File: src/hw/rtl/faa_pkg.sv
package faa_pkg;

	// Widths fixed by the pixel format and the register map.
	localparam int CH_W      = 8;
	localparam int SUM_W     = 16;
	localparam int DIV_W     = 9;
	localparam int PC_W      = 17;
	localparam int OP_W      = 2;
	localparam int CFG_IDX_W = 2;
	localparam int STEP_W    = 4;

	// Item operations.
	localparam logic [OP_W-1:0] OP_ACC   = 2'd0;
	localparam logic [OP_W-1:0] OP_READ  = 2'd1;
	localparam logic [OP_W-1:0] OP_CLEAR = 2'd2;
	localparam logic [OP_W-1:0] OP_NONE  = 2'd3;

	// Configuration register indexes.
	localparam logic [CFG_IDX_W-1:0] CFG_PIXEL_COUNT = 2'd0;
	localparam logic [CFG_IDX_W-1:0] CFG_FRAME_COUNT = 2'd1;

	// Reset values of the configuration registers.
	localparam logic [PC_W-1:0]  PIXEL_COUNT_RST = 17'h10000;
	localparam logic [DIV_W-1:0] FRAME_COUNT_RST = 9'd1;

	// Three channel sums of one pixel, as stored in the sum memory.
	typedef struct packed {
		logic [SUM_W-1:0] red;
		logic [SUM_W-1:0] green;
		logic [SUM_W-1:0] blue;
	} rgb_sum_t;

	typedef struct packed {
		logic start;
	} div_ctrl_t;

	typedef struct packed {
		logic done;
	} div_stat_t;

endpackage

File: src/hw/rtl/faa_divider.sv
// Restoring radix-2 divider, three channel lanes stepped together, one
// quotient bit per cycle of each SUM_W-bit quotient.
module faa_divider (
	input  logic                       clk,
	input  logic                       arst_n,
	input  faa_pkg::div_ctrl_t         ctrl,
	input  faa_pkg::rgb_sum_t          dividend,
	input  logic [faa_pkg::DIV_W-1:0]  divisor,
	output faa_pkg::div_stat_t         stat,
	output faa_pkg::rgb_sum_t          quotient
);

	localparam int SW = faa_pkg::SUM_W;
	localparam int DW = faa_pkg::DIV_W;

	logic [SW-1:0]               quo_q  [3];
	logic [DW-1:0]               rem_q  [3];
	logic [DW-1:0]               div_q;
	logic [faa_pkg::STEP_W-1:0]  step_q;
	logic                        busy_q;
	logic                        done_q;

	logic [DW:0]   trial   [3];
	logic          fits    [3];
	logic [DW:0]   diff    [3];

	always_comb begin
		for (int l = 0; l < 3; l++) begin
			trial[l] = {rem_q[l], quo_q[l][SW-1]};
			fits[l]  = (trial[l] >= {1'b0, div_q});
			diff[l]  = trial[l] - {1'b0, div_q};
		end
	end

	always_ff @(posedge clk or negedge arst_n) begin
		if (!arst_n) begin
			busy_q <= 1'b0;
			done_q <= 1'b0;
			step_q <= '0;
		end else begin
			// The done pulse follows the last quotient step.
			done_q <= !ctrl.start && busy_q && (step_q == faa_pkg::STEP_W'(SW - 1));
			if (ctrl.start) begin
				busy_q <= 1'b1;
				step_q <= '0;
			end else if (busy_q) begin
				step_q <= step_q + 1'b1;
				if (step_q == faa_pkg::STEP_W'(SW - 1)) begin
					busy_q <= 1'b0;
				end
			end
		end
	end

	always_ff @(posedge clk) begin
		if (ctrl.start) begin
			quo_q[0] <= dividend.red;
			quo_q[1] <= dividend.green;
			quo_q[2] <= dividend.blue;
			for (int l = 0; l < 3; l++) begin
				rem_q[l] <= '0;
			end
			div_q <= divisor;
		end else if (busy_q) begin
			for (int l = 0; l < 3; l++) begin
				// The remainder stays below the divisor, so DW bits hold it.
				rem_q[l] <= fits[l] ? diff[l][DW-1:0] : trial[l][DW-1:0];
				quo_q[l] <= {quo_q[l][SW-2:0], fits[l]};
			end
		end
	end

	assign stat.done      = done_q;
	assign quotient.red   = quo_q[0];
	assign quotient.green = quo_q[1];
	assign quotient.blue  = quo_q[2];

endmodule
File: config.mk
export PLATFORM = sky130hd
export DESIGN_NAME = faa_divider
export DESIGN_NICKNAME = d
export VERILOG_FILES = /design/src/hw/rtl/faa_pkg.sv /design/src/hw/rtl/faa_divider.sv
export SDC_FILE = /design/constraint.sdc
export NUM_CORES = 1
export LEC_CHECK = 0
export BUFFER_PORTS_ARGS = -buffer_cell sky130_fd_sc_hd__buf_2
export CAP_MARGIN = 5
export CORE_ASPECT_RATIO = 0.75
export CORE_MARGIN = 4
export CORE_UTILIZATION = 50
export DETAILED_ROUTE_END_ITERATION = 7
export PLACE_DENSITY = 0.77
export REMOVE_ABC_BUFFERS = 1
export SKIP_CTS_REPAIR_TIMING = 1
export SYNTH_ARGS = -nofsm -noshare
export SYNTH_HDL_FRONTEND = slang
export SYNTH_SLANG_ARGS = --single-unit
File: constraint.sdc
create_clock -name clk -period 2.4 [get_ports clk]
set_input_delay 0.48 -clock clk [delete_from_list [all_inputs] [get_ports clk]]
set_output_delay 0.48 -clock clk [all_outputs]
set_load 0.005 [all_outputs]
==> results.cfg, run 1 <==
[floorplanning]
die_w_microns = 125.1
rows = 31
core_area_sq_um = 9852
die_area_sq_um = 11990
io_pins = 109
start_util = 0.5221
die_h_microns = 95.84

[pwr]
clock_power_share = 0.251
p_sw_mw = 1.968
cellPowerDensity_nw_per_um2 = 892.0
p_int_mw = 3.749
seq_power_share = 0.383
peakVddDrop_uv = 620.8
totalPowerFinal_mw = 5.716
p_comb_frac = 0.366
leakagePower_nw = 3.000
switching_share = 0.3442

[detailed_routing]
vias_per_cell = 5.588
drtAntennaViolNets = 0
via_count = 4303
wirelength_microns = 12960
drtIter0Drc = 397
drcViolationCount = 0
post_drt_wl_per_cell_microns = 16.83
drt_pass1_iterations = 5

[logic_synthesis]
ys_top_cells_by_area = edfxtp_1 49%, nand2_1 11%, ha_1 6.8%
synthTopCellsByCount = 154 x nand2_1, 84 x edfxtp_1, 28 x a21oi_1, 28 x ha_1, 19 x nor2_1
synth_seq_cells = 90
syn-mean-instance-area_sq_um = 10.09
seq_area_frac_synth = 0.5196
async_flop_share = 0.06667
yosys.area.top_type_share = 0.4904
synth_top_area_cell = edfxtp_1
synth.distinct_cells = 57
synth_most_common_cell = nand2_1
synthCells = 510
synth-edff-count = 84
ys_warn_count = 0
netlist_area_sq_um = 5144
synth_ff_type = edfxtp_1

[critical_path]
arrival_ns = 2.57
crit_path_end_kind = flip-flop
crit_start = div_q[0]
crit_type = flip-flop to flip-flop
slowest_delay_ns = 0.44
crit_slowest_cell = edfxtp_1
cp-start-kind = flip-flop
required_ns = 2.59
critPathTopFamily = compound AO/OA/AOI/OAI gates
crit_buf_inv = 2
cp_cell_sequence = ha_2 -> inv_2 -> fa_2 -> a21o_1 -> a221oi_4 -> a21o_1 -> buf_6 -> nand3_2 -> a21oi_2
timing.rr.start = div_q[0]
cpMostUsedCell = a21o_1
cp_max_fo = 6

[timing]
worstMarginPinSlew_ns = 0.5361
post-route-period-util = 0.9931
final.setup_skew_ns = 0.007366
drv_slew = 0
setup_ws_ns = 0.01659
hold_ws_ns = 0.3082
clock.fmax_mhz = 419.6
min_period_ns = 2.383
finalHoldViolCount = 0
rsz0062_at_grt = yes
tns_ns = 0
slew_headroom = 0.6426
setup_viol = 0

[global_routing]
grtUsageMet1 = 0.2834
grt_pass1_vias = 4139
gr-max-usage-layer = met2
grt_util_met2 = 0.3314
grtUsageTotal = 0.2118
antenna_found_initial = 0
grt_max_degree = 43
grt_overflow = 0
grt_pass1_wl_microns = 20150
grt_use_met3 = 0.07321

[placement]
hpwl_microns = 9337
dp_slack_ns = -0.01189
placed_cells = 750
io_buffers = 108
place_congestion = 0.8934
post_dp_cell_area_sq_um = 5974

[flow_run]
cap_violations = 0

[clock_tree]
cts.htree.levels = 3
path_clk_slew_ns = 0.06
cts_buffers = 9
clkLatencyLatePin_ns = 0.34
clock_sinks = 90
clockBufferDepth = 2
root_buffer = clkbuf_16
cts_tree = built

[finish]
drive_gt1_frac = 0.2853
final-instance-count-excl-fill = 770
areaGrowthSynthToFinish_pct = 24.59
final_core_util = 0.6505
fin_area_sq_um = 6409
nets = 724
fillers = 771
diodes = 0

[worst_hold_path]
hp-class = input pin to flip-flop
worstHoldStart = divisor[3]

[status]
run_status = complete, no violations
[power groups by stage]
| stage | clock (mW) | combinational (mW) | sequential, mW |
|---|---|---|---|
| after floorplan | 0 | 1.30 | 2.17 |
| after global placement | 0 | 1.80 | 2.20 |
| after detailed placement | 0 | 1.89 | 2.21 |
| after CTS | 1.46 | 1.92 | 2.18 |
| after global routing | 1.54 | 2.30 | 2.21 |
| final | 1.44 | 2.09 | 2.19 |
[cells in the final DEF, fill, tap and decap left out, types with 6 or more instances in the layout]
master       n
a21o_1      12
a21oi_1     22
a21oi_2      6
buf_2      108
buf_4       17
clkbuf_16    9
dfrtp_1      6
edfxtp_1    84
ha_1        26
inv_1       14
nand2_1    154
nand3_1     15
nand4_1      6
nor2_1      19
nor2b_1      7
o21ai_0     17
xor2_1       6
[final cells by class]
class	count	area (sq um)	area share
Clock buffer	9	225.2	0.03514
Multi-Input combinational cell	382	2400	0.3745
Sequential cell	90	2673	0.4170
Timing Repair Buffer	134	812.0	0.1267
Inverter	16	60.06	0.009371
Tap cell	132	165.2	0.02577
Clock inverter	7	73.82	0.01152
[registers in the layout (all words and copies together), names as in the netlist]
name    flops
quo_q      48
rem_q      27
div_q       9
step_q      4
busy_q      1
stat        1
[final timing paths]
check	endpoint	slack [ns]	cells after the start
worst min register to register	quo_q[0][39]	0.54	2
worst max register to register	rem_q[0][3]	0.02	9
min in group asynchronous	stat	0.49	2
worst max-delay path	rem_q[0][3]	0.02	9
worst min-delay path	div_q[3]	0.31	1
max in group asynchronous	step_q[3]	1.77	2
[routing by layer]
metal	routed length, microns	vias to the layer above
li1	-	2086
met1	5540	2039
met2	6255	152
met3	946	26
met4	217	0
met5	0	-
[logic make-up (layout without fill, tap and decap cells)]
| group | Yosys count | after routing | synth area share |
|---|---|---|---|
| simple gates | 233 | 233 | 0.2017 |
| compound gates | 102 | 102 | 0.1365 |
| flops | 90 | 90 | 0.5196 |
| buf+inv | 38 | 166 | 0.03406 |
| fa+ha+maj | 31 | 31 | 0.07979 |
| xor+xnor | 11 | 11 | 0.01873 |
| mux | 5 | 5 | 0.009730 |
No activity file was read; power rests on OpenSTA's default activity.
==> inputs of run 2 (changes only) <==
--- a/config.mk
+++ b/config.mk
@@ -5,13 +5,12 @@
 export SDC_FILE = /design/constraint.sdc
 export NUM_CORES = 1
 export LEC_CHECK = 0
-export BUFFER_PORTS_ARGS = -buffer_cell sky130_fd_sc_hd__buf_2
 export CAP_MARGIN = 5
-export CORE_ASPECT_RATIO = 0.75
 export CORE_MARGIN = 4
-export CORE_UTILIZATION = 50
+export CORE_UTILIZATION = 58
 export DETAILED_ROUTE_END_ITERATION = 7
-export PLACE_DENSITY = 0.77
+export DONT_BUFFER_PORTS = 1
+export PLACE_DENSITY = 0.76
 export REMOVE_ABC_BUFFERS = 1
 export SKIP_CTS_REPAIR_TIMING = 1
 export SYNTH_ARGS = -nofsm -noshare
==> run 2 against run 1 <==
  * The run now ends with negative setup slack left
  * Clock-buffer cell count unchanged
  * Utilization up 1.0 points
  * Die area down 13%
  * Setup slack worse by 0.056 ns
  * Register-to-register slack worse by 0.06 ns
  * Combinational power down 9%
  * Sequential power about the same
  * Critical path type unchanged
  * Largest power group unchanged
==> results.cfg, run 2 (same netlist as run 1, synthesis figures left out) <==
[timing]
tns_ns = -0.09935
min_period_ns = 2.439
final.setup_skew_ns = 0.01319
hold_ws_ns = 0.1650
post-route-period-util = 1.016
clock.fmax_mhz = 410.0
setup_ws_ns = -0.03897
drv_slew = 0
finalHoldViolCount = 0
slew_headroom = 0.5658
worstMarginPinSlew_ns = 0.6499
rsz0062_at_grt = yes
setup_viol = 6

[detailed_routing]
drtIter0Drc = 202
drt_pass1_iterations = 5
via_count = 3914
post_drt_wl_per_cell_microns = 18.65
drtAntennaViolNets = 0
wirelength_microns = 11900
drcViolationCount = 0
vias_per_cell = 6.135

[worst_hold_path]
worstHoldStart = ctrl
hp-class = input pin to flip-flop
hold_depth = 1
min_to = step_q[1]

[critical_path]
r2r_cells = 8
crit_buf_inv = 2
required_ns = 2.53
slowest_delay_ns = 0.46
crit_start = div_q[1]
crit_path_end_kind = flip-flop
arrival_ns = 2.57
cp_cell_sequence = clkinvlp_4 -> fa_2 -> a21o_1 -> a221oi_4 -> a21o_1 -> buf_4 -> nand3_2 -> and3_1
crit_type = flip-flop to flip-flop
cp-start-kind = flip-flop
cp_max_fo = 6
timing.rr.start = div_q[1]
reg2reg_slack_ns = -0.04
cpMostUsedCell = a21o_1
crit_slowest_cell = fa_2
critPathTopFamily = compound AO/OA/AOI/OAI gates
r2r-end = rem_q[0][18]

[global_routing]
grt_pass1_wl_microns = 18130
grt_overflow = 0
grtUsageTotal = 0.2237
grt_pass1_vias = 3810
antenna_found_initial = 1
grt_max_degree = 76

[clock_tree]
cts.htree.levels = 3
cts_tree = built
cts_buffers = 9
path_clk_slew_ns = 0.10
clkLatencyLatePin_ns = 0.37
root_buffer = clkbuf_8
clockBufferDepth = 2
clock_sinks = 90

[finish]
areaGrowthSynthToFinish_pct = 11.46
drive_gt1_frac = 0.1453
fillers = 656
layout_common_cells = 154 x nand2_1, 84 x edfxtp_1, 26 x ha_1, 22 x a21oi_1
multiInputGateArea_sq_um = 2410
regMostFlops = quo_q
reg.largest.list = quo_q x48, rem_q x27, div_q x9
largest_reg_flops = 48
diodes = 0
seq_area_sq_um = 2673
final_common_cell = nand2_1
nets = 616
final_core_util = 0.6606

[floorplanning]
die_h_microns = 102.2
core_area_sq_um = 8678
io_pins = 109
start_util = 0.5927
die_area_sq_um = 10440
rows = 34
die_w_microns = 102.2

[pwr]
peakVddDrop_uv = 509.3
leakagePower_nw = 2.494
cellPowerDensity_nw_per_um2 = 904.5

[placement]
hpwl_microns = 8127
io_buffers = 0
dp_slack_ns = -0.04418
place_congestion = 0.9455

[flow_run]
cap_violations = 0

[status]
violations = negative setup slack
run_status = finished with violations
-- run 2: how the worst max path moves through the flow --
stage | endpoint | slack (ns) | cells past startpoint
floorplan | rem_q[0][26] | -0.63 | 3
global placement | rem_q[0][3] | 0.08 | 9
detailed placement | rem_q[0][1] | -0.04 | 9
CTS | rem_q[0][1] | -0.06 | 9
global route | rem_q[0][18] | -0.13 | 8
finish | rem_q[0][18] | -0.04 | 8
-- run 2: layer usage --
layer | part of all wire | track usage | vias up
met4 | 0.013 | 0.06660 | 2
met1 | 0.41 | 0.2973 | 1873
met3 | 0.090 | 0.07372 | 17
li1 | - | - | 1866
met5 | 0.0011 | 0 | -
met2 | 0.49 | 0.3523 | 156
-- run 2: power by group --
| part | leakage [nW] | internal (mW) | switching [mW] |
|---|---|---|---|
| registers | 1.02 | 2.03 | 0.189 |
| logic | 1.37 | 0.816 | 1.09 |
| clock network | 0.103 | 0.416 | 0.645 |
-- run 2: stage by stage --
step                      power, mW  instances  area (sq um)
after floorplan               3.466        488          5029
after global placement        3.874        615          5356
after detailed placement      3.935        615          5356
after CTS                     4.999        631          5562
after global routing          5.470        638          5733
final                         5.186        638          5733
-- run 2: layout make-up --
| class | instances | area share |
|---|---|---|
| Inverter | 16 | 0.01113 |
| Multi-Input combinational cell | 382 | 0.4203 |
| Sequential cell | 90 | 0.4662 |
| Clock inverter | 7 | 0.01419 |
| Clock buffer | 9 | 0.02161 |
| Tap cell | 108 | 0.02357 |
| Timing Repair Buffer | 26 | 0.04299 |
==> inputs of run 3 (changes only) <==
--- a/config.mk
+++ b/config.mk
@@ -11,8 +11,8 @@
 export DETAILED_ROUTE_END_ITERATION = 7
 export DONT_BUFFER_PORTS = 1
 export PLACE_DENSITY = 0.76
-export REMOVE_ABC_BUFFERS = 1
 export SKIP_CTS_REPAIR_TIMING = 1
 export SYNTH_ARGS = -nofsm -noshare
 export SYNTH_HDL_FRONTEND = slang
 export SYNTH_SLANG_ARGS = --single-unit
+export TNS_END_PERCENT = 30
==> run 3 against run 2 <==
  * The flow still finishes with violations (negative setup slack)
  * Setup slack improved by 0.013 ns
  * Critical path depth rose by 1
  * Non-clock buffer count rose by 5
  * Critical path type unchanged
  * Largest power group unchanged
==> results.cfg, run 3 (same netlist as run 1, synthesis figures left out) <==
[status]
run_status = finished with violations
violations = negative setup slack

[finish]
final_core_util = 0.6684
regMostFlops = quo_q
drive_gt1_frac = 0.1664
reg.largest.list = quo_q x48, rem_q x27, div_q x9
fillers = 673
largest_reg_flops = 48
fin_area_sq_um = 5801
areaGrowthSynthToFinish_pct = 12.77
layout_common_cells = 154 x nand2_1, 84 x edfxtp_1, 25 x ha_1, 22 x buf_4
diodes = 0
nets = 621
final_common_cell = nand2_1

[pwr]
totalPowerFinal_mw = 5.158
peakVddDrop_uv = 446.4
cellPowerDensity_nw_per_um2 = 889.1
leakagePower_nw = 2.518

[detailed_routing]
wl_met3_microns = 947
wirelength_microns = 12060
drt-met1-wl_microns = 4909
post_drt_wl_per_cell_microns = 18.75
drtAntennaViolNets = 0
vias_per_cell = 6.129
via_count = 3941
drcViolationCount = 0
drt_pass1_iterations = 4
drtIter0Drc = 189
route.top_layer_used = met4
dr_wl_met2_microns = 5997

[floorplanning]
die_w_microns = 102.2
core_area_sq_um = 8678
die_area_sq_um = 10440
rows = 34
start_util = 0.5927
die_h_microns = 102.2
io_pins = 109

[critical_path]
crit_start = div_q[0]
crit_path_end_kind = flip-flop
timing.rr.start = div_q[0]
crit_type = flip-flop to flip-flop
required_ns = 2.52
arrival_ns = 2.54
cp_max_fo = 3
cp-start-kind = flip-flop

[clock_tree]
path_clk_slew_ns = 0.10
cts.htree.levels = 3
cts_tree = built
clock_sinks = 90
cts_buffers = 9
clockBufferDepth = 2
root_buffer = clkbuf_8
clkLatencyLatePin_ns = 0.37

[timing]
post-route-period-util = 1.011
drv_slew = 0
rsz0062_at_grt = yes
tns_ns = -0.06479
setup_viol = 4
worstMarginPinSlew_ns = 0.4733
clock.fmax_mhz = 412.2
min_period_ns = 2.426
slew_headroom = 0.6838
final.setup_skew_ns = 0.01391
setup_ws_ns = -0.02607
finalHoldViolCount = 0

[global_routing]
grtUsageTotal = 0.2305
grt_pass1_wl_microns = 18730
grt_pass1_vias = 3847
antenna_found_initial = 0
grt_max_degree = 41
grt_overflow = 0

[placement]
post_dp_cell_area_sq_um = 5386
io_buffers = 0
place_congestion = 0.9291
hpwl_microns = 8562

[worst_hold_path]
hp-class = input pin to flip-flop
worstHoldStart = ctrl

[logic_synthesis]
synthesis.nets = 601

[flow_run]
cap_violations = 0
run 3: power by group:
part	switching (mW)	internal, mW	leakage (nW)
clock	0.616	0.397	0.0917
sequential	0.188	2.03	1.02
combinational	1.10	0.835	1.41
run 3: area by class of cell:
type | count | area, sq um | area share
clock buffers | 9 | 123.9 | 0.02135
clock inverters | 7 | 60.06 | 0.01035
flip-flops and latches | 90 | 2673 | 0.4607
multi-input cells | 382 | 2449 | 0.4221
well taps | 108 | 135.1 | 0.02330
inverters | 16 | 60.06 | 0.01035
repair buffers | 31 | 300.3 | 0.05177
run 3: path summary, 6_finish.rpt:
check / depth (start not counted) / end / slack (ns)
worst max-delay path: 9 / quo_q[0][0] / -0.03
worst min-delay path: 1 / step_q[0] / 0.17
worst max register to register: 9 / quo_q[0][0] / -0.03
worst min register to register: 2 / stat / 0.57
max in group asynchronous: 1 / step_q[2] / 1.77
min in group asynchronous: 1 / stat / 0.41
run 3: critical path: stages (launching register included):
cell	delay (ns)
edfxtp_1	0.47
ha_2	0.24
inv_2	0.04
fa_2	0.36
a21o_1	0.23
a221oi_4	0.32
a21o_1	0.22
buf_6	0.12
buf_6	0.10
a31oi_1	0.09
run 3: layer usage:
layer | track usage | up-vias
met5 | 0 | -
met4 | 0.07265 | 0
met3 | 0.07440 | 18
met2 | 0.3768 | 148
met1 | 0.2937 | 1900
li1 | - | 1875
run 3: metrics by stage:
stage	instances	setup WS, ns	hold slack [ns]
CTS	635	-0.03341	-0.2228
floorplan	510	0.05923	0.1844
detailed placement	619	0.01212	0.1845
finish	643	-0.02607	0.1654
global route	643	-0.1207	0.1453
global placement	619	0.06374	0.1846
